File: config.mk
export PLATFORM = sky130hd
export DESIGN_NAME = ook_job_fifo
export DESIGN_NICKNAME = d
export VERILOG_FILES = /design/src/hdl/ook_pulse_width_frame_decoder_assert.svh /design/src/hdl/ook_pkg.sv /design/src/hdl/ook_job_fifo.sv
export SDC_FILE = /design/constraint.sdc
export NUM_CORES = 1
export LEC_CHECK = 0
export BUFFER_PORTS_ARGS = -buffer_cell sky130_fd_sc_hd__buf_4
export CORE_MARGIN = 2
export CORE_UTILIZATION = 50
export DETAILED_ROUTE_END_ITERATION = 8
export MAX_ROUTING_LAYER = met4
export PLACE_DENSITY = 0.77
export SLEW_MARGIN = 20
export SYNTH_ARGS = -nofsm -noshare
export SYNTH_HDL_FRONTEND = slang
export SYNTH_SLANG_ARGS = --single-unit
File: constraint.sdc
create_clock -name i_clk -period 6.3 [get_ports i_clk]
set_input_delay 1.26 -clock i_clk [delete_from_list [all_inputs] [get_ports i_clk]]
set_output_delay 1.26 -clock i_clk [all_outputs]
set_load 0.005 [all_outputs]
File: src/hdl/ook_pulse_width_frame_decoder_assert.svh
// ----------------------------------------------------------------------------
// OOK decoder assertion macros
// Shared property forms for the decoder checks; clock and reset are the
// top-level i_clk and i_rst_n.
// ----------------------------------------------------------------------------
`ifndef OOK_PULSE_WIDTH_FRAME_DECODER_ASSERT_SVH
`define OOK_PULSE_WIDTH_FRAME_DECODER_ASSERT_SVH

// same-cycle implication
`define OOK_ASSERT_IMP(lbl, ante, cons, msg) \
    lbl: assert property (@(posedge i_clk) disable iff (!i_rst_n) (ante) |-> (cons)) \
        else $error(msg);

// next-cycle implication
`define OOK_ASSERT_NXT(lbl, ante, cons, msg) \
    lbl: assert property (@(posedge i_clk) disable iff (!i_rst_n) (ante) |=> (cons)) \
        else $error(msg);

`endif

File: src/hdl/ook_pkg.sv
// ----------------------------------------------------------------------------
// OOK decoder package
// Sizes, constants, payload types and state encodings shared by the decoder.
// ----------------------------------------------------------------------------
package ook_pkg;

    localparam int MAX_PULSES = 512;
    localparam int FRAME_BITS = 24;

    localparam int DUR_W    = 16;
    localparam int CODE_W   = 24;
    localparam int BITCNT_W = 5;
    localparam int FLOOR_W  = 16;
    localparam int MINP_W   = 10;

    localparam int CNT_W     = $clog2(MAX_PULSES + 1);
    localparam int IDX_W     = $clog2(MAX_PULSES);
    localparam int IDXC_W    = $clog2(MAX_PULSES + 3);
    localparam int CMP_W     = (CNT_W > MINP_W) ? CNT_W : MINP_W;
    localparam int BITS_W    = $clog2(FRAME_BITS + 1);
    localparam int BANKS     = 2;
    localparam int RAM_DEPTH = BANKS * MAX_PULSES;

    localparam int JOB_DEPTH = 2;
    localparam int JOB_PTR_W = $clog2(JOB_DEPTH);
    localparam int JOB_CNT_W = $clog2(JOB_DEPTH + 1);

    // band limits in tenths of a unit; compared against ten times a duration
    localparam int SHORT_LO_NUM = 6;
    localparam int SHORT_HI_NUM = 16;
    localparam int LONG_LO_NUM  = 22;
    localparam int LONG_HI_NUM  = 45;
    localparam int RATIO_DEN    = 10;
    localparam int SYNC_UNITS   = 10;
    localparam int BND_W        = DUR_W + 6;
    localparam int MUL10_W      = DUR_W + 4;

    localparam logic [FLOOR_W-1:0] GLITCH_FLOOR_RST = FLOOR_W'(80);
    localparam logic [MINP_W-1:0]  MIN_PULSES_RST   = MINP_W'(40);

    localparam int PADDR_W     = 3;
    localparam int PDATA_W     = 32;
    localparam int REG_SEL_BIT = 2;

    typedef struct packed {
        logic [DUR_W-1:0] duration;
        logic             last;
    } t_in;

    typedef struct packed {
        logic                frame_valid;
        logic [CODE_W-1:0]   code;
        logic [BITCNT_W-1:0] bit_count;
        logic [DUR_W-1:0]    pulse_unit;
    } t_out;

    typedef struct packed {
        logic             bank;
        logic [CNT_W-1:0] n;
        logic [DUR_W-1:0] te;
        logic             skip;
    } t_job;

    typedef struct packed {
        logic full;
        logic empty;
    } t_fifo_stat;

    typedef enum logic [2:0] {
        B_IDLE,
        B_SETUP,
        B_SYNC_RD,
        B_SYNC_CHK,
        B_MK_RD,
        B_SP_RD,
        B_PAIR,
        B_OUT
    } t_back_state;

    typedef enum logic {
        REG_GLITCH_FLOOR = 1'b0,
        REG_MIN_PULSES   = 1'b1
    } t_reg_idx;

endpackage

File: src/hdl/ook_job_fifo.sv
// ----------------------------------------------------------------------------
// OOK decode job queue
// Short first-in first-out queue of decode jobs between front and back end.
// ----------------------------------------------------------------------------
module ook_job_fifo import ook_pkg::*; (
    input  logic       i_clk,
    input  logic       i_rst_n,
    input  logic       i_push,
    input  t_job       i_job,
    input  logic       i_pop,
    output t_job       o_job,
    output t_fifo_stat o_stat
);

    t_job                 r_mem [JOB_DEPTH];
    logic [JOB_PTR_W-1:0] r_wptr;
    logic [JOB_PTR_W-1:0] r_rptr;
    logic [JOB_CNT_W-1:0] r_cnt;

    assign o_job        = r_mem[r_rptr];
    assign o_stat.full  = (r_cnt == JOB_CNT_W'(JOB_DEPTH));
    assign o_stat.empty = (r_cnt == '0);

    always_ff @(posedge i_clk) begin
        if (i_push) begin
            r_mem[r_wptr] <= i_job;
        end
    end

    always_ff @(posedge i_clk) begin
        if (!i_rst_n) begin
            r_wptr <= '0;
            r_rptr <= '0;
            r_cnt  <= '0;
        end else begin
            if (i_push) begin
                r_wptr <= r_wptr + JOB_PTR_W'(1);
            end
            if (i_pop) begin
                r_rptr <= r_rptr + JOB_PTR_W'(1);
            end
            case ({i_push, i_pop})
                2'b10:   r_cnt <= r_cnt + JOB_CNT_W'(1);
                2'b01:   r_cnt <= r_cnt - JOB_CNT_W'(1);
                default: r_cnt <= r_cnt;
            endcase
        end
    end

endmodule

==> impl_metrics.tcl, run 1 <==
set metrics [dict create \
    status "finished, final reports clean" \
    grt-ovfl-total 0 \
    r2r_start "r_wptr$_SDFFE_PN0P_" \
    cap_violations 0 \
    die_w_um 70.8 \
    area_growth_syn_to_layout_pct 31.2 \
    worst_ep_arrival_time_ns 1.63 \
    max-clock-path-buffers 2 \
    final_cell_mix "buf_4, edfxtp_1, mux2_2, clkbuf_8" \
    rows 24 \
    vias_per_cell 5.01 \
    num_antenna_cells 0 \
    cellPowerDensity_nw_per_um2 301 \
    portBuffers 61 \
    drt_wl_total_mm 3.81 \
    setup_viol 0 \
    endpoint_kind "output pin" \
    synth_cell_types 17 \
    cts_sinks 61 \
    holdCritPathClass "flop to flop" \
    p_leak_uw 0.00111 \
    tns_ns 0 \
    ir_worst_vdd_v 0.000163 \
    critPathMaxFanout 28 \
    coreArea_sq_um 4320 \
    insertion_delay_ns 0.32 \
    syn_inst 109 \
    critPathRequiredTime_ns 5.04 \
    ctsResizeCount 0 \
    post_cts_buffers 0 \
    synth.net_count 142 \
    firstDrtPassIters 4 \
    hold_buffers 0 \
    die_y_um 70.8 \
    grt_pass1_wl_mm 5.96 \
    worstMarginPinSlew_ns 0.688 \
    vias 1182 \
    grt_use_total_pct 16.6 \
    fin_skew_ns 0.0103 \
    dp_hpwl_mm 2.68 \
    synthesis.area_sq_um 2230 \
    synth_area_per_cell_sq_um 20.5 \
    period_share_pct 45.9 \
    grt_max_degree 29 \
    wl_per_cell_um 16.1 \
    hold_viol 0 \
    synth_seq_area_share_pct 79.9 \
    synth_area_leaders "edfxtp_1, mux2_2, dfxtp_1" \
    crit_type "flop to output pin" \
    rsz0062_at_grt "false" \
    clock-root-buffer "clkbuf_8" \
    drc 0 \
    fin_nets 213 \
    io_pins 62 \
    cts_made_buffers 9 \
    finalWorstSetupSlack_ns 3.41 \
    cp-start-kind "flop" \
    dieArea_sq_um 5010 \
    synth_seq_cells 61 \
    cts_tree "yes" \
    dp_slack_ns 3.68 \
    start_util_pct 51.6 \
    maxSlewViolCount 0 \
    utilization_pct 67.7 \
    yosysTopAreaCell "edfxtp_1" \
    hold_path.startpoint "r_cnt[1]$_SDFFE_PN0P_" \
    grt_pass1_vias 1248 \
    final_common_cell "buf_4" \
    min_period_ns 2.89 \
    place_congestion 0.704 \
    clkTransAtPathRegs_ns 0.05 \
    slew_headroom_pct 54.1 \
    drtIter0Drc 82 \
    antenna_found_initial 0 \
    yosys.area.top_type_share_pct 75.4 \
    yosysWarnings 0 \
    cts_max_level 3 \
    postRouteAntennaNets 0 \
    drive_gt1_share_pct 56.5 \
    max_freq_ghz 0.346 \
]
cells by family after synthesis:
logic type                 Yosys count  share of synthesized area [%]
AOI/OAI and AO/OA                    3                          0.897
xor gates and xnor gates             3                           1.18
adders and majority gates            1                          0.561
buffers and inverters                4                          0.953
DFF                                 61                           79.9
muxes                               28                           14.1
and+or+nand+nor                      9                           2.41
flip-flops by register name, summed over array words and instances (netlist names), named ones only:
signal	cells
r_mem	56
r_wptr	1
r_rptr	1
r_cnt	2
metrics by stage:
| step | instance area [sq um] | hold WS [ns] | total power (uW) | std cells |
|---|---|---|---|---|
| finish | 2930 | 0.540 | 883 | 236 |
| CTS | 2930 | 0.545 | 891 | 236 |
| floorplan | 2230 | 0.466 | 528 | 109 |
| global route | 2930 | 0.573 | 916 | 236 |
| global placement | 2750 | 0.480 | 581 | 221 |
| detailed placement | 2760 | 0.531 | 585 | 221 |
cell usage after synthesis (all sizes together):
cell,n
a21boi,1
and2,4
and2b,1
buf,3
dfxtp,5
edfxtp,56
ha,1
inv,1
mux2,28
nor2,2
nor2b,1
o21a,1
o21ai,1
or3,1
xnor2,2
xor2,1
final timing paths:
kind	endpoint	slack (ns)	cells past startpoint
max	o_job[18]	3.41	2
min	r_cnt[1]$_SDFFE_PN0P_	0.54	2
max reg2reg	r_mem[1][11]$_DFFE_PP_	4.68	2
min reg2reg	r_cnt[1]$_SDFFE_PN0P_	0.54	2
cell type report:
cell class              count  area [sq um]
flip-flops and latches     61          1780
fillers                   310          1400
repair buffers             63           473
multi-input cells          44           430
clock buffers              12           135
well taps                  52          65.1
clock inverters             3          37.5
inverters                   1          3.75
worst max-delay path, cell delays in order, from the launching register on:
cell	delay, ns
dfxtp_2	0.75
mux2_2	0.43
buf_4	0.14
per-layer routing:
| layer | up-vias | global-route usage [%] | routed length (um) |
|---|---|---|---|
| met5 | - | - | 0 |
| met4 | 0 | 6.92 | 64 |
| met3 | 8 | 6.98 | 267 |
| met2 | 43 | 26.6 | 1970 |
| met1 | 572 | 18.5 | 1510 |
| li1 | 559 | - | - |
report_power, final:
part / total, uW / leakage, uW / switching, uW / internal [uW]
clock: 307 / 0.0000855 / 129 / 178
sequential: 480 / 0.000567 / 13.1 / 467
combinational: 95.7 / 0.000460 / 34.6 / 61.1
total: 883 / 0.00111 / 176 / 706
(Power assumes the default switching activity.)
==> run 2, diff against run 1 <==
- clock period: 6.3 -> 2.8 ns (I/O delays scaled with it)
==> impl_metrics.tcl, run 2 (synthesized netlist as in run 1, its figures left out) <==
set metrics [dict create \
    fin_skew_ns 0.00506 \
    cap_violations 0 \
    endpoint_kind "output pin" \
    firstDrtPassIters 4 \
    grt_use_total_pct 16.9 \
    max_freq_ghz 0.438 \
    n_fill_cell 309 \
    holdCritPathClass "input pin to flop" \
    ff_latch_area_sq_um 1780 \
    rsz0062_at_grt "false" \
    cts_max_level 3 \
    ir_worst_vdd_v 0.000527 \
    critPathMaxFanout 18 \
    cts_made_buffers 9 \
    dp_hpwl_mm 2.56 \
    period_share_pct 81.5 \
    place_area_sq_um 2780 \
    cp-start-kind "flop" \
    final_cell_mix "buf_4, edfxtp_1, mux2_2, clkbuf_8, dfxtp_1" \
    place_congestion 0.695 \
    clock-root-buffer "clkbuf_8" \
    cts_sinks 61 \
    worst_ep_arrival_time_ns 1.72 \
    insertion_delay_ns 0.31 \
    clkTransAtPathRegs_ns 0.06 \
    antenna_found_initial 0 \
    largest_register_ff_count 56 \
    drt_wl_total_mm 3.78 \
    top_usage_layer "met2" \
    grt_use_met3_pct 4.70 \
    tns_ns 0 \
    fin_nets 215 \
    status "finished, final reports clean" \
    grt_max_degree 19 \
    hold_path_depth 1 \
    p_leak_uw 0.00114 \
    hold_path.startpoint "i_job[4]" \
    grt_pass1_wl_mm 5.99 \
    cellPowerDensity_nw_per_um2 685 \
    vias_per_cell 4.92 \
    num_antenna_cells 0 \
    crit_buf_inv 2 \
    hold_viol 0 \
    final_common_cell "buf_4" \
    critPathRequiredTime_ns 2.24 \
    rows 24 \
    grt_pass1_vias 1281 \
    start_util_pct 51.6 \
    met1_usage_pct 20.1 \
    cts_tree "yes" \
    cp_slowest_cell "dfxtp_1" \
    grt-ovfl-total 0 \
    postRouteAntennaNets 0 \
    wl_per_cell_um 15.8 \
    die_y_um 70.8 \
    holdPathEnd "r_mem[0][4]$_DFFE_PP_" \
    utilization_pct 68.8 \
    portBuffers 61 \
    min_period_ns 2.28 \
    critPathTopFamily "flip-flops" \
    r2r_slack_ns 1.26 \
    worst_path_largest_cell_delay_ns 0.66 \
    ctsResizeCount 0 \
    reg2regPathDepth 2 \
    area_growth_syn_to_layout_pct 33.3 \
    largest_register "r_mem" \
    io_pins 62 \
    post_cts_buffers 0 \
    max-clock-path-buffers 2 \
    hold_buffers 0 \
    worstMarginPinSlew_ns 0.574 \
    drive_gt1_share_pct 58.3 \
    die_w_um 70.8 \
    crit_type "flop to output pin" \
    drtIter0Drc 137 \
    reg_top3 "r_mem (56), r_cnt (2)" \
    multiInputGateArea_sq_um 430 \
    setup_viol 0 \
    final_area_sq_um 2970 \
    coreArea_sq_um 4320 \
    maxSlewViolCount 0 \
    crit_chain "buf_12, mux2_2, buf_4" \
    use_met2_pct 26.2 \
    drc 0 \
    slew_headroom_pct 61.7 \
    dieArea_sq_um 5010 \
    vias 1175 \
    r2r_start "r_wptr$_SDFFE_PN0P_" \
    r2r-end "r_mem[1][27]$_DFFE_PP_" \
]
-- run 2: worst reg2reg max path: cells and delay by family (launching register included) --
| family | cells | cell delay (ns) |
|---|---|---|
| buffers and inverters | 1 | 0.36 |
| flip-flops | 1 | 0.36 |
| AND/OR/NAND/NOR | 1 | 0.51 |
-- run 2: worst max-delay path by stage --
stage / startpoint / endpoint / depth (start not counted)
after global placement: flop / o_job[18] / 3
after CTS: flop / o_job[11] / 3
after detailed placement: flop / o_job[11] / 3
after global routing: flop / o_job[6] / 3
final: flop / o_job[6] / 3
after floorplan: i_push / r_mem[0][0]$_DFFE_PP_ / 2
-- run 2: routing by layer --
| metal | wire, um | vias up |
|---|---|---|
| met2 | 1900 | 43 |
| met4 | 58 | 0 |
| li1 | - | 563 |
| met1 | 1600 | 563 |
| met3 | 217 | 6 |
| met5 | 0 | - |
-- run 2: layout make-up --
type	count	area share, %
Timing Repair Buffer	65	16.8
Tap cell	52	2.19
Clock buffer	12	4.88
Inverter	1	0.126
Clock inverter	4	1.60
Multi-Input combinational cell	44	14.5
Sequential cell	61	59.9
-- run 2: through the flow --
| step | hold slack [ns] | total power [uW] | instances | setup slack [ns] |
|---|---|---|---|---|
| global route | 0.408 | 2120 | 239 | 0.428 |
| global placement | 0.477 | 1310 | 223 | 0.891 |
| floorplan | 0.466 | 1190 | 109 | 0.557 |
| CTS | 0.409 | 2060 | 239 | 0.493 |
| detailed placement | 0.498 | 1320 | 223 | 0.852 |
| finish | 0.426 | 2040 | 239 | 0.519 |
-- run 2: power breakdown --
part           internal, uW  leakage, uW  switching [uW]
sequential             1050     0.000567            21.9
combinational           144     0.000473            86.9
clock                   433    0.0000964             301
