### config.mk
export PLATFORM = sky130hd
export DESIGN_NAME = ook_front
export DESIGN_NICKNAME = d
export VERILOG_FILES = /design/src/hdl/ook_pulse_width_frame_decoder_assert.svh /design/src/hdl/ook_pkg.sv /design/src/hdl/ook_front.sv
export SDC_FILE = /design/constraint.sdc
export NUM_CORES = 1
export LEC_CHECK = 0
export BUFFER_PORTS_ARGS = -buffer_cell sky130_fd_sc_hd__buf_2
export CORE_ASPECT_RATIO = 1.1
export CORE_MARGIN = 5
export CORE_UTILIZATION = 52
export CTS_BUF_LIST = sky130_fd_sc_hd__clkbuf_2 sky130_fd_sc_hd__clkbuf_4 sky130_fd_sc_hd__clkbuf_8
export CTS_CLUSTER_SIZE = 14
export DETAILED_ROUTE_END_ITERATION = 10
export GPL_TIMING_DRIVEN = 0
export PLACE_DENSITY = 0.9
export SYNTH_ARGS = -nofsm -noshare
export SYNTH_HDL_FRONTEND = slang
export SYNTH_SLANG_ARGS = --single-unit
export TNS_END_PERCENT = 1
### constraint.sdc
create_clock -name i_clk -period 3.45 [get_ports i_clk]
set_input_delay 0.345 -clock i_clk [delete_from_list [all_inputs] [get_ports i_clk]]
set_output_delay 0.345 -clock i_clk [all_outputs]
set_load 0.01 [all_outputs]
### src/hdl/ook_pulse_width_frame_decoder_assert.svh
// ----------------------------------------------------------------------------
// OOK decoder assertion macros
// Shared property forms for the decoder checks; clock and reset are the
// top-level i_clk and i_rst_n.
// ----------------------------------------------------------------------------
`ifndef OOK_PULSE_WIDTH_FRAME_DECODER_ASSERT_SVH
`define OOK_PULSE_WIDTH_FRAME_DECODER_ASSERT_SVH

// same-cycle implication
`define OOK_ASSERT_IMP(lbl, ante, cons, msg) \
    lbl: assert property (@(posedge i_clk) disable iff (!i_rst_n) (ante) |-> (cons)) \
        else $error(msg);

// next-cycle implication
`define OOK_ASSERT_NXT(lbl, ante, cons, msg) \
    lbl: assert property (@(posedge i_clk) disable iff (!i_rst_n) (ante) |=> (cons)) \
        else $error(msg);

`endif

### src/hdl/ook_pkg.sv
// ----------------------------------------------------------------------------
// OOK decoder package
// Sizes, constants, payload types and state encodings shared by the decoder.
// ----------------------------------------------------------------------------
package ook_pkg;

    localparam int MAX_PULSES = 512;
    localparam int FRAME_BITS = 24;

    localparam int DUR_W    = 16;
    localparam int CODE_W   = 24;
    localparam int BITCNT_W = 5;
    localparam int FLOOR_W  = 16;
    localparam int MINP_W   = 10;

    localparam int CNT_W     = $clog2(MAX_PULSES + 1);
    localparam int IDX_W     = $clog2(MAX_PULSES);
    localparam int IDXC_W    = $clog2(MAX_PULSES + 3);
    localparam int CMP_W     = (CNT_W > MINP_W) ? CNT_W : MINP_W;
    localparam int BITS_W    = $clog2(FRAME_BITS + 1);
    localparam int BANKS     = 2;
    localparam int RAM_DEPTH = BANKS * MAX_PULSES;

    localparam int JOB_DEPTH = 2;
    localparam int JOB_PTR_W = $clog2(JOB_DEPTH);
    localparam int JOB_CNT_W = $clog2(JOB_DEPTH + 1);

    // band limits in tenths of a unit; compared against ten times a duration
    localparam int SHORT_LO_NUM = 6;
    localparam int SHORT_HI_NUM = 16;
    localparam int LONG_LO_NUM  = 22;
    localparam int LONG_HI_NUM  = 45;
    localparam int RATIO_DEN    = 10;
    localparam int SYNC_UNITS   = 10;
    localparam int BND_W        = DUR_W + 6;
    localparam int MUL10_W      = DUR_W + 4;

    localparam logic [FLOOR_W-1:0] GLITCH_FLOOR_RST = FLOOR_W'(80);
    localparam logic [MINP_W-1:0]  MIN_PULSES_RST   = MINP_W'(40);

    localparam int PADDR_W     = 3;
    localparam int PDATA_W     = 32;
    localparam int REG_SEL_BIT = 2;

    typedef struct packed {
        logic [DUR_W-1:0] duration;
        logic             last;
    } t_in;

    typedef struct packed {
        logic                frame_valid;
        logic [CODE_W-1:0]   code;
        logic [BITCNT_W-1:0] bit_count;
        logic [DUR_W-1:0]    pulse_unit;
    } t_out;

    typedef struct packed {
        logic             bank;
        logic [CNT_W-1:0] n;
        logic [DUR_W-1:0] te;
        logic             skip;
    } t_job;

    typedef struct packed {
        logic full;
        logic empty;
    } t_fifo_stat;

    typedef enum logic [2:0] {
        B_IDLE,
        B_SETUP,
        B_SYNC_RD,
        B_SYNC_CHK,
        B_MK_RD,
        B_SP_RD,
        B_PAIR,
        B_OUT
    } t_back_state;

    typedef enum logic {
        REG_GLITCH_FLOOR = 1'b0,
        REG_MIN_PULSES   = 1'b1
    } t_reg_idx;

endpackage

### src/hdl/ook_front.sv
// ----------------------------------------------------------------------------
// OOK capture front end
// Stores durations into the active bank, tracks the shortest real pulse and
// queues a decode job when the last duration arrives.
// ----------------------------------------------------------------------------
module ook_front import ook_pkg::*; (
    input  logic                           i_clk,
    input  logic                           i_rst_n,
    input  logic                           i_in_valid,
    output logic                           o_in_ready,
    input  t_in                            i_in_data,
    input  logic [FLOOR_W-1:0]             i_glitch_floor,
    input  logic [MINP_W-1:0]              i_min_pulses,
    input  logic                           i_job_done,
    output logic                           o_we,
    output logic [$clog2(RAM_DEPTH)-1:0]   o_waddr,
    output logic [DUR_W-1:0]               o_wdata,
    output logic                           o_push,
    output t_job                           o_job
);

    logic [CNT_W-1:0]     r_count;
    logic [DUR_W-1:0]     r_shortest;
    logic                 r_found;
    logic                 r_bank;
    logic [JOB_CNT_W-1:0] r_outst;

    logic [CNT_W-1:0]     n_count;
    logic [DUR_W-1:0]     n_shortest;
    logic                 n_found;
    logic                 w_accept;
    logic                 w_store;
    logic                 w_take;

    // a bank is free while fewer captures than banks are still in flight
    assign o_in_ready = (r_outst < JOB_CNT_W'(BANKS));
    assign w_accept   = i_in_valid && o_in_ready;
    assign w_store    = (r_count < CNT_W'(MAX_PULSES));
    assign w_take     = w_store && (i_in_data.duration >= i_glitch_floor) &&
                        (!r_found || (i_in_data.duration < r_shortest));

    always_comb begin
        n_count    = w_store ? r_count + CNT_W'(1) : r_count;
        n_shortest = w_take ? i_in_data.duration : r_shortest;
        n_found    = r_found || w_take;
    end

    assign o_we    = w_accept && w_store;
    assign o_waddr = {r_bank, r_count[IDX_W-1:0]};
    assign o_wdata = i_in_data.duration;
    assign o_push  = w_accept && i_in_data.last;

    always_comb begin
        o_job.bank = r_bank;
        o_job.n    = n_count;
        o_job.te   = n_shortest;
        o_job.skip = (CMP_W'(n_count) < CMP_W'(i_min_pulses)) || !n_found;
    end

    always_ff @(posedge i_clk) begin
        if (!i_rst_n) begin
            r_count    <= '0;
            r_shortest <= '1;
            r_found    <= 1'b0;
            r_bank     <= 1'b0;
        end else if (w_accept) begin
            if (i_in_data.last) begin
                r_count    <= '0;
                r_shortest <= '1;
                r_found    <= 1'b0;
                r_bank     <= !r_bank;
            end else begin
                r_count    <= n_count;
                r_shortest <= n_shortest;
                r_found    <= n_found;
            end
        end
    end

    always_ff @(posedge i_clk) begin
        if (!i_rst_n) begin
            r_outst <= '0;
        end else begin
            case ({o_push, i_job_done})
                2'b10:   r_outst <= r_outst + JOB_CNT_W'(1);
                2'b01:   r_outst <= r_outst - JOB_CNT_W'(1);
                default: r_outst <= r_outst;
            endcase
        end
    end

endmodule

==> results of run 1 <==
[worst reg2reg max path: cells and delay by family (launching register included)]
family	cells	cell delay [ps]
AOI/OAI and AO/OA	4	1250
adders and majority gates	1	260
DFF	1	350
buffers and inverters	2	320
and+or+nand+nor	1	260
[cells by family after synthesis]
group / count (synthesis) / synth area share, %
simple gates: 81 / 16.6
compound gates: 68 / 17.2
buf+inv: 78 / 14.6
mux: 17 / 8.14
fa+ha+maj: 42 / 18.7
flops: 30 / 21.3
xor+xnor: 11 / 3.42
[synth_stat cells (3+ instances only)]
library cell   n
buf_4         27
nand3_1        5
a21oi_1       16
ha_1          42
and2_1         3
nand2b_1       7
a211o_1       15
a21o_1         3
dfxtp_1       30
xnor2_1        9
mux2_4        10
a22oi_1        7
nand4_1        3
nand2_1       19
inv_1         44
and3_1        17
o21ai_0       11
nor2_1        10
mux2_2         7
nor2b_1        8
clkbuf_1       5
[state kept, by name (all words and copies together) (netlist names)]
register / count
r_bank: 1
r_outst: 2
r_count: 10
r_found: 1
r_shortest: 16
[what timing repair did]
| action | CTS | global route |
|---|---|---|
| endpoints found under the hold margin | 0 | 0 |
| buffers inserted | 0 | 1 |
| endpoints found under the setup margin | 0 | 16 |
[through the flow]
step | area [um^2] | cells
6_report | 3510 | 513
3_3_place_gp | 3420 | 505
5_1_grt | 3510 | 513
3_5_place_dp | 3420 | 505
4_1_cts | 3510 | 512
2_1_floorplan | 2810 | 327
[layout make-up]
type / count / area, um^2 / area share [%]
Buffer: 34 / 246 / 7.01
Multi-Input combinational cell: 219 / 1800 / 51.3
Sequential cell: 30 / 601 / 17.1
Clock buffer: 7 / 83.8 / 2.39
Tap cell: 75 / 93.8 / 2.67
Inverter: 44 / 165 / 4.70
Timing Repair Buffer: 104 / 523 / 14.9
[worst min-delay path by stage]
stage	start	endpoint	slack [ps]
CTS	i_rst_n	r_outst[1]$_SDFFE_PN0P_	350
global route	i_rst_n	r_outst[1]$_SDFFE_PN0P_	350
floorplan	r_shortest[15]$_SDFFE_PN1P_	r_shortest[15]$_SDFFE_PN1P_	450
finish	i_rst_n	r_outst[1]$_SDFFE_PN0P_	360
detailed placement	r_shortest[4]$_SDFFE_PN1P_	r_shortest[4]$_SDFFE_PN1P_	470
global placement	r_shortest[15]$_SDFFE_PN1P_	r_shortest[15]$_SDFFE_PN1P_	470
[power by group through the flow]
| stage | clock network [mW] | registers [mW] | logic (mW) |
|---|---|---|---|
| floorplan | 0 | 0.395 | 0.263 |
| global placement | 0 | 0.398 | 0.380 |
| detailed placement | 0 | 0.400 | 0.393 |
| CTS | 0.287 | 0.393 | 0.396 |
| global route | 0.303 | 0.396 | 0.441 |
| finish | 0.275 | 0.393 | 0.395 |
[metal layers]
layer / wire length, um / GRT usage [%] / part of all wire, % / vias up
met2: 3500 / 37.5 / 51 / 112
li1: - / - / - / 1332
met5: 0 / 0 / 0 / -
met1: 2750 / 22.7 / 40 / 1229
met4: 157 / 7.68 / 2.3 / 0
met3: 520 / 4.04 / 7.5 / 16
==> summary.txt, run 1 <==
Critical path
  • Top Family by Delay on Critical Path: simple AND/OR/NAND/NOR gates
  • Worst R2R Start: r_shortest[1]$_SDFFE_PN1P_
  • WS Path Type: input pin to output pin
  • Worst Setup SP: i_in_data[14]
  • Critical-path cell list: buf_2 -> ha_1 -> nand2_1 -> nor4_2 -> or4b_4 -> and3_4 -> nor3b_4 -> buf_4 -> mux2_2 -> buf_2
  • R2R Setup Slk: 900 ps
  • Critical Path End Type: output pin
  • Critical path arrival: 2920 ps
  • Startpoint Class: input pin
  • CP bufs+invs: 3
  • Most used cell, CP: buf_2
  • Critical Path RT: around 3100 ps
  • Crit path to: o_job[1]
  • CP peak stage delay: 540 ps
  • R2r worst-path depth: 8
  • Crit path depth: 10
  • Slowest-stage cell, CP: or4b_4
  • Worst-path maximum fanout: 6
  • Reg-to-Reg End: r_shortest[15]$_SDFFE_PN1P_

Clock tree
  • Num Clock Sinks: 30
  • H-tree levels: 2
  • Clk buf depth: 2
  • Clock latency on the worst-skew pair: 280 ps
  • Clock-pin slew on the worst setup and hold paths: around 60 ps
  • Root Driver: clkbuf_8
  • CTS Hold Buffers Added: 0
  • CTS tree: done
  • Quantity of gates resized following cts: 0
  • Clock buffer count from CTS: 5

Global route
  • Total gr overflow: 0
  • First-pass GRT wire length: approximately 11000 um
  • Initial antenna violation count: 0
  • Vias in the first global route: approximately 2700
  • GRT Total Usage: about a fifth
  • Largest net degree at the start of global routing: 11

STA
  • Setup TNS: 0 ps
  • Maximum clock frequency: between 300 and 400 MHz
  • Minimum clock period: roughly 3300 ps
  • Clock skew: 7.87 ps
  • Final Hold Fails: 0
  • Hold Slack: ~360 ps
  • Setup ws final: between 150 and 200 ps
  • Relative slew slack: a little under three fifths
  • Final period util: between 90% and 100%
  • Final count of negative-setup-slack endpoints: 0
  • Least-Margin Pin Slew: 647 ps
  • RSZ-0062 raised after global routing: no
  • Pins Over Slew Limit: 0

Synth
  • Post-Syn Nets: approximately 420
  • Post-synthesis average cell area: 8.61 um^2
  • Synth async-reset ratio: 0%
  • Synth Register Bits: 30
  • Post-synth top area cell: dfxtp_1
  • Register area share after synthesis: between 20% and 30%
  • Post-synth EDFFs: 0
  • Syn Inst Count: between 300 and 400
  • Synth Cell Area: 2810 um^2
  • YS warnings: 0
  • Synth top area cells: dfxtp_1 21%, ha_1 19%, buf_4 7.2%
  • Synth cell types: between 40 and 50
  • Ys flop type: dfxtp_1
  • Yosys top cell area share: 21.3%

Final layout
  • Most frequent cells in the layout: 104 x buf_2, 44 x inv_1, 42 x ha_1
  • Final #Nets: 527
  • Layout cell share with drive strength beyond 1: 37.4%
  • Fill cells: around 460
  • Area growth from synthesis to layout: 24.9%
  • Fin util: between 60 and 70%
  • Number of diodes: 0
  • Most common cell after layout, fill and taps aside: buf_2

Floorplanning
  • Row cnt: 28
  • # IOs: 104
  • Die width: 80.1 um
  • Core footprint: around 5300 um^2
  • Die Height: 87.2 um
  • Starting Density: around 53%
  • Die area: 6980 um^2

Job
  • Max-cap violations: 0

Power and ir drop
  • Cell area power density: just over 300 nW/um^2
  • Switch share: about a third
  • Sw Pwr: 0.338 mW
  • Seq pwr share: between 30 and 40%
  • Clock power frac: about a quarter
  • Cell-internal power: ~0.73 mW
  • Combinational Power Share: between 30 and 40%
  • Static Leak: ~2.0 nW
  • Highest ir drop seen on vdd: roughly 0.00018 V
  • Power, Total: 1.06 mW

Routing
  • DR WL/cell: between 10 and 15 um
  • Vias/cell: ~5.2
  • Via count: roughly 2700
  • Post-route ant nets: 0
  • Final Routed Wirelength: about 7000 um
  • DRC: 0
  • Pre-antenna DRT Iters: 4
  • Starting DRT DRC Count: 70

Status
  • Status: complete, no violations

Place
  • Port bufs: roughly 100
  • RD Place Congestion: between 0.8 and 0.9
  • Pre-CTS setup slack: 43.7 ps
  • Dpl hpwl: ~5700 um

Hold path
  • Worst hold path class: input pin to register
  • Hold Path Cell Cnt: 2
Note: power is estimated with default switching activity, not from simulation.
==> run 2: changes to the inputs <==
Settings changed: GPL_TIMING_DRIVEN 0 to unset, PLACE_DENSITY 0.9 to 0.92.
==> run 2 against run 1 <==
Compared with the run above:
- register-to-register slack got worse by 30 ps
- clock skew increased by 2.8 ps
- critical path type unchanged
- cell count decreased by 5.8%
- non-clock buffer count decreased by 31
- largest cell class unchanged
==> summary.txt, run 2 (synthesis results as in run 1) <==
Global route
  • Initial antenna violation count: 0 (unchanged)
  • GRT Total Usage: 19.9% (-0.39 points)
  • Largest net degree at the start of global routing: 19 (+8)
  • First-pass GRT wire length: 11200 um (-2.1%)
  • Vias in the first global route: 2600 (-2.7%)
  • Total gr overflow: 0 (unchanged)

Critical path
  • Crit path to: o_job[4]
  • Startpoint Class: input pin
  • Most used cell, CP: buf_2
  • Critical Path RT: 3110 ps (about the same)
  • Worst R2R Start: r_shortest[1]$_SDFFE_PN1P_
  • Worst Setup SP: i_in_data[14]
  • CP peak stage delay: 520 ps (-20 ps)
  • R2R Setup Slk: 870 ps (-30 ps)
  • Slowest-stage cell, CP: or4b_4
  • Worst-path maximum fanout: 12 (+6)
  • R2r worst-path depth: 8 (unchanged)
  • Reg-to-Reg End: r_shortest[5]$_SDFFE_PN1P_
  • Critical-path cell list: buf_2 -> ha_1 -> nand2_1 -> nor4_2 -> or4b_4 -> and3_4 -> nor3b_4 -> buf_4 -> mux2_2 -> buf_2
  • Critical Path End Type: output pin
  • WS Path Type: input pin to output pin
  • Critical path arrival: 2850 ps (-70 ps)

Routing
  • Pre-antenna DRT Iters: 4 (unchanged)
  • Vias/cell: 5.37 (+2.5%)
  • Starting DRT DRC Count: 83 (+19%)
  • Via count: 2595 (-3.5%)
  • DRC: 0 (unchanged)
  • Final Routed Wirelength: 6870 um (-0.92%)
  • Post-route ant nets: 0 (unchanged)
  • DR WL/cell: 14.2 um (+5.2%)

Clock tree
  • Clk buf depth: 2 (unchanged)
  • Num Clock Sinks: 30 (unchanged)
  • Setup repair bufs after CTS: 0 (unchanged)
  • Clock latency on the worst-skew pair: 280 ps (about the same)
  • CTS Hold Buffers Added: 0 (unchanged)
  • H-tree levels: 2 (unchanged)
  • Clock-pin slew on the worst setup and hold paths: 60 ps (about the same)
  • Clock buffer count from CTS: 5 (unchanged)
  • Quantity of gates resized following cts: 0 (unchanged)
  • CTS tree: done
  • Root Driver: clkbuf_8

STA
  • Minimum clock period: 3200 ps (-71.9 ps)
  • Relative slew slack: 55.4% (-0.37 points)
  • Final Hold Fails: 0 (unchanged)
  • Setup TNS: 0 ps (unchanged)
  • Clock skew: 10.7 ps (+2.83 ps)
  • Pins Over Slew Limit: 0 (unchanged)
  • Least-Margin Pin Slew: 653 ps (+5.44 ps)
  • Final count of negative-setup-slack endpoints: 0 (unchanged)
  • Setup ws final: 254 ps (+71.9 ps)
  • RSZ-0062 raised after global routing: no
  • Final period util: 92.6% (-2.1 points)
  • Maximum clock frequency: 313 MHz (+2.2%)

Place
  • RD Place Congestion: 0.846 (-1.7%)
  • Placed Instances: 475 (-5.9%)
  • Port bufs: 103 (unchanged)
  • Dpl hpwl: 5590 um (-2.6%)
  • Pre-CTS setup slack: 259 ps (+216 ps)

Power and ir drop
  • Highest ir drop seen on vdd: 0.000177 V (-3.1%)
  • Clock power frac: 28.3% (+2.4 points)
  • Static Leak: 1.88 nW (-6.6%)
  • Cell-internal power: 0.720 mW (-0.74%)
  • Sw Pwr: 0.346 mW (+2.4%)
  • Combinational Power Share: 34.8% (-2.4 points)
  • Cell area power density: 323 nW/um^2 (+6.7%)
  • Switch share: 32.4% (+0.68 points)
  • Seq pwr share: 36.9% (about the same)

Final layout
  • Register area: 601 um^2 (unchanged)
  • Number of diodes: 0 (unchanged)
  • Non-Filler Instances: 483 (-5.8%)
  • Fin util: 62.0% (-4.0 points)
  • Most common cell after layout, fill and taps aside: buf_2
  • Area of the multi-input gates: 1800 um^2 (unchanged)
  • Max reg flops: 16 (unchanged)
  • Area growth from synthesis to layout: 17.3%
  • Register bank with the most flops: r_shortest
  • Largest regs: r_shortest (16), r_count (10), r_outst (2)
  • Fill cells: 477 (+4.1%)
  • Final #Nets: 496 (-5.9%)
  • Most frequent cells in the layout: 103 x buf_2, 44 x inv_1, 42 x ha_1
  • Layout cell share with drive strength beyond 1: 34.1% (-3.4 points)

Floorplanning
  • Die width: 80.1 um (unchanged)
  • # IOs: 104 (unchanged)
  • Core footprint: 5330 um^2 (unchanged)
  • Die Height: 87.2 um (unchanged)
  • Die area: 6980 um^2 (unchanged)
  • Starting Density: 52.8% (unchanged)
  • Row cnt: 28 (unchanged)

Job
  • Max-cap violations: 0 (unchanged)

Status
  • Status: complete, no violations

Hold path
  • Worst hold path class: input pin to register
run 2: changes by cell type in the layout (fill, tap and decap cells not counted), sizes merged:
cell / previous run / this run
clkinv: 0 / 1
buf: 133 / 107
clkbuf: 12 / 7
run 2: critical path: cells and delay by family:
family,cells,cell delay [ps]
simple gates,5,1300
buf+inv,3,540
mux,1,360
fa+ha+maj,1,300
run 2: layout make-up:
class	instances	area share, %
multi-input cells	219	54.6
flip-flops and latches	30	18.2
repair buffers	107	16.5
inverters	44	5.00
well taps	75	2.84
clock buffers	7	2.73
clock inverters	1	0.152
run 2: metal layers:
metal | part of all wire (%) | wire (um) | global-route usage [%] | vias to the layer above
li1 | - | - | - | 1274
met1 | 40 | 2740 | 22.1 | 1199
met2 | 50 | 3460 | 36.8 | 108
met3 | 8.0 | 550 | 4.45 | 14
met4 | 1.6 | 113 | 7.22 | 0
met5 | 0 | 0 | 0 | -
run 2: how the worst min path moves through the flow:
stage / from / end / slack, ps / cells after the start
floorplan: r_shortest[15]$_SDFFE_PN1P_ / r_shortest[15]$_SDFFE_PN1P_ / 450 / 1
global placement: r_shortest[8]$_SDFFE_PN1P_ / r_shortest[8]$_SDFFE_PN1P_ / 470 / 1
detailed placement: r_shortest[13]$_SDFFE_PN1P_ / r_shortest[13]$_SDFFE_PN1P_ / 480 / 1
CTS: i_rst_n / r_count[6]$_SDFFE_PN0P_ / 410 / 2
global route: i_rst_n / r_count[7]$_SDFFE_PN0P_ / 430 / 2
finish: i_rst_n / r_count[6]$_SDFFE_PN0P_ / 420 / 2
run 2: power by group through the flow:
stage / clock network (mW) / logic [mW] / registers [mW]
after global routing: 0.324 / 0.413 / 0.396
final: 0.302 / 0.371 / 0.393
after floorplan: 0 / 0.263 / 0.395
after detailed placement: 0 / 0.373 / 0.401
after global placement: 0 / 0.357 / 0.399
after CTS: 0.311 / 0.375 / 0.393
run 2: stage by stage:
step                hold slack, ps  total power, mW  area, um^2
floorplan                      454            0.658        2810
global placement               473            0.756        3210
detailed placement             480            0.773        3210
CTS                            410             1.08        3300
global route                   430             1.13        3300
finish                         418             1.07        3300
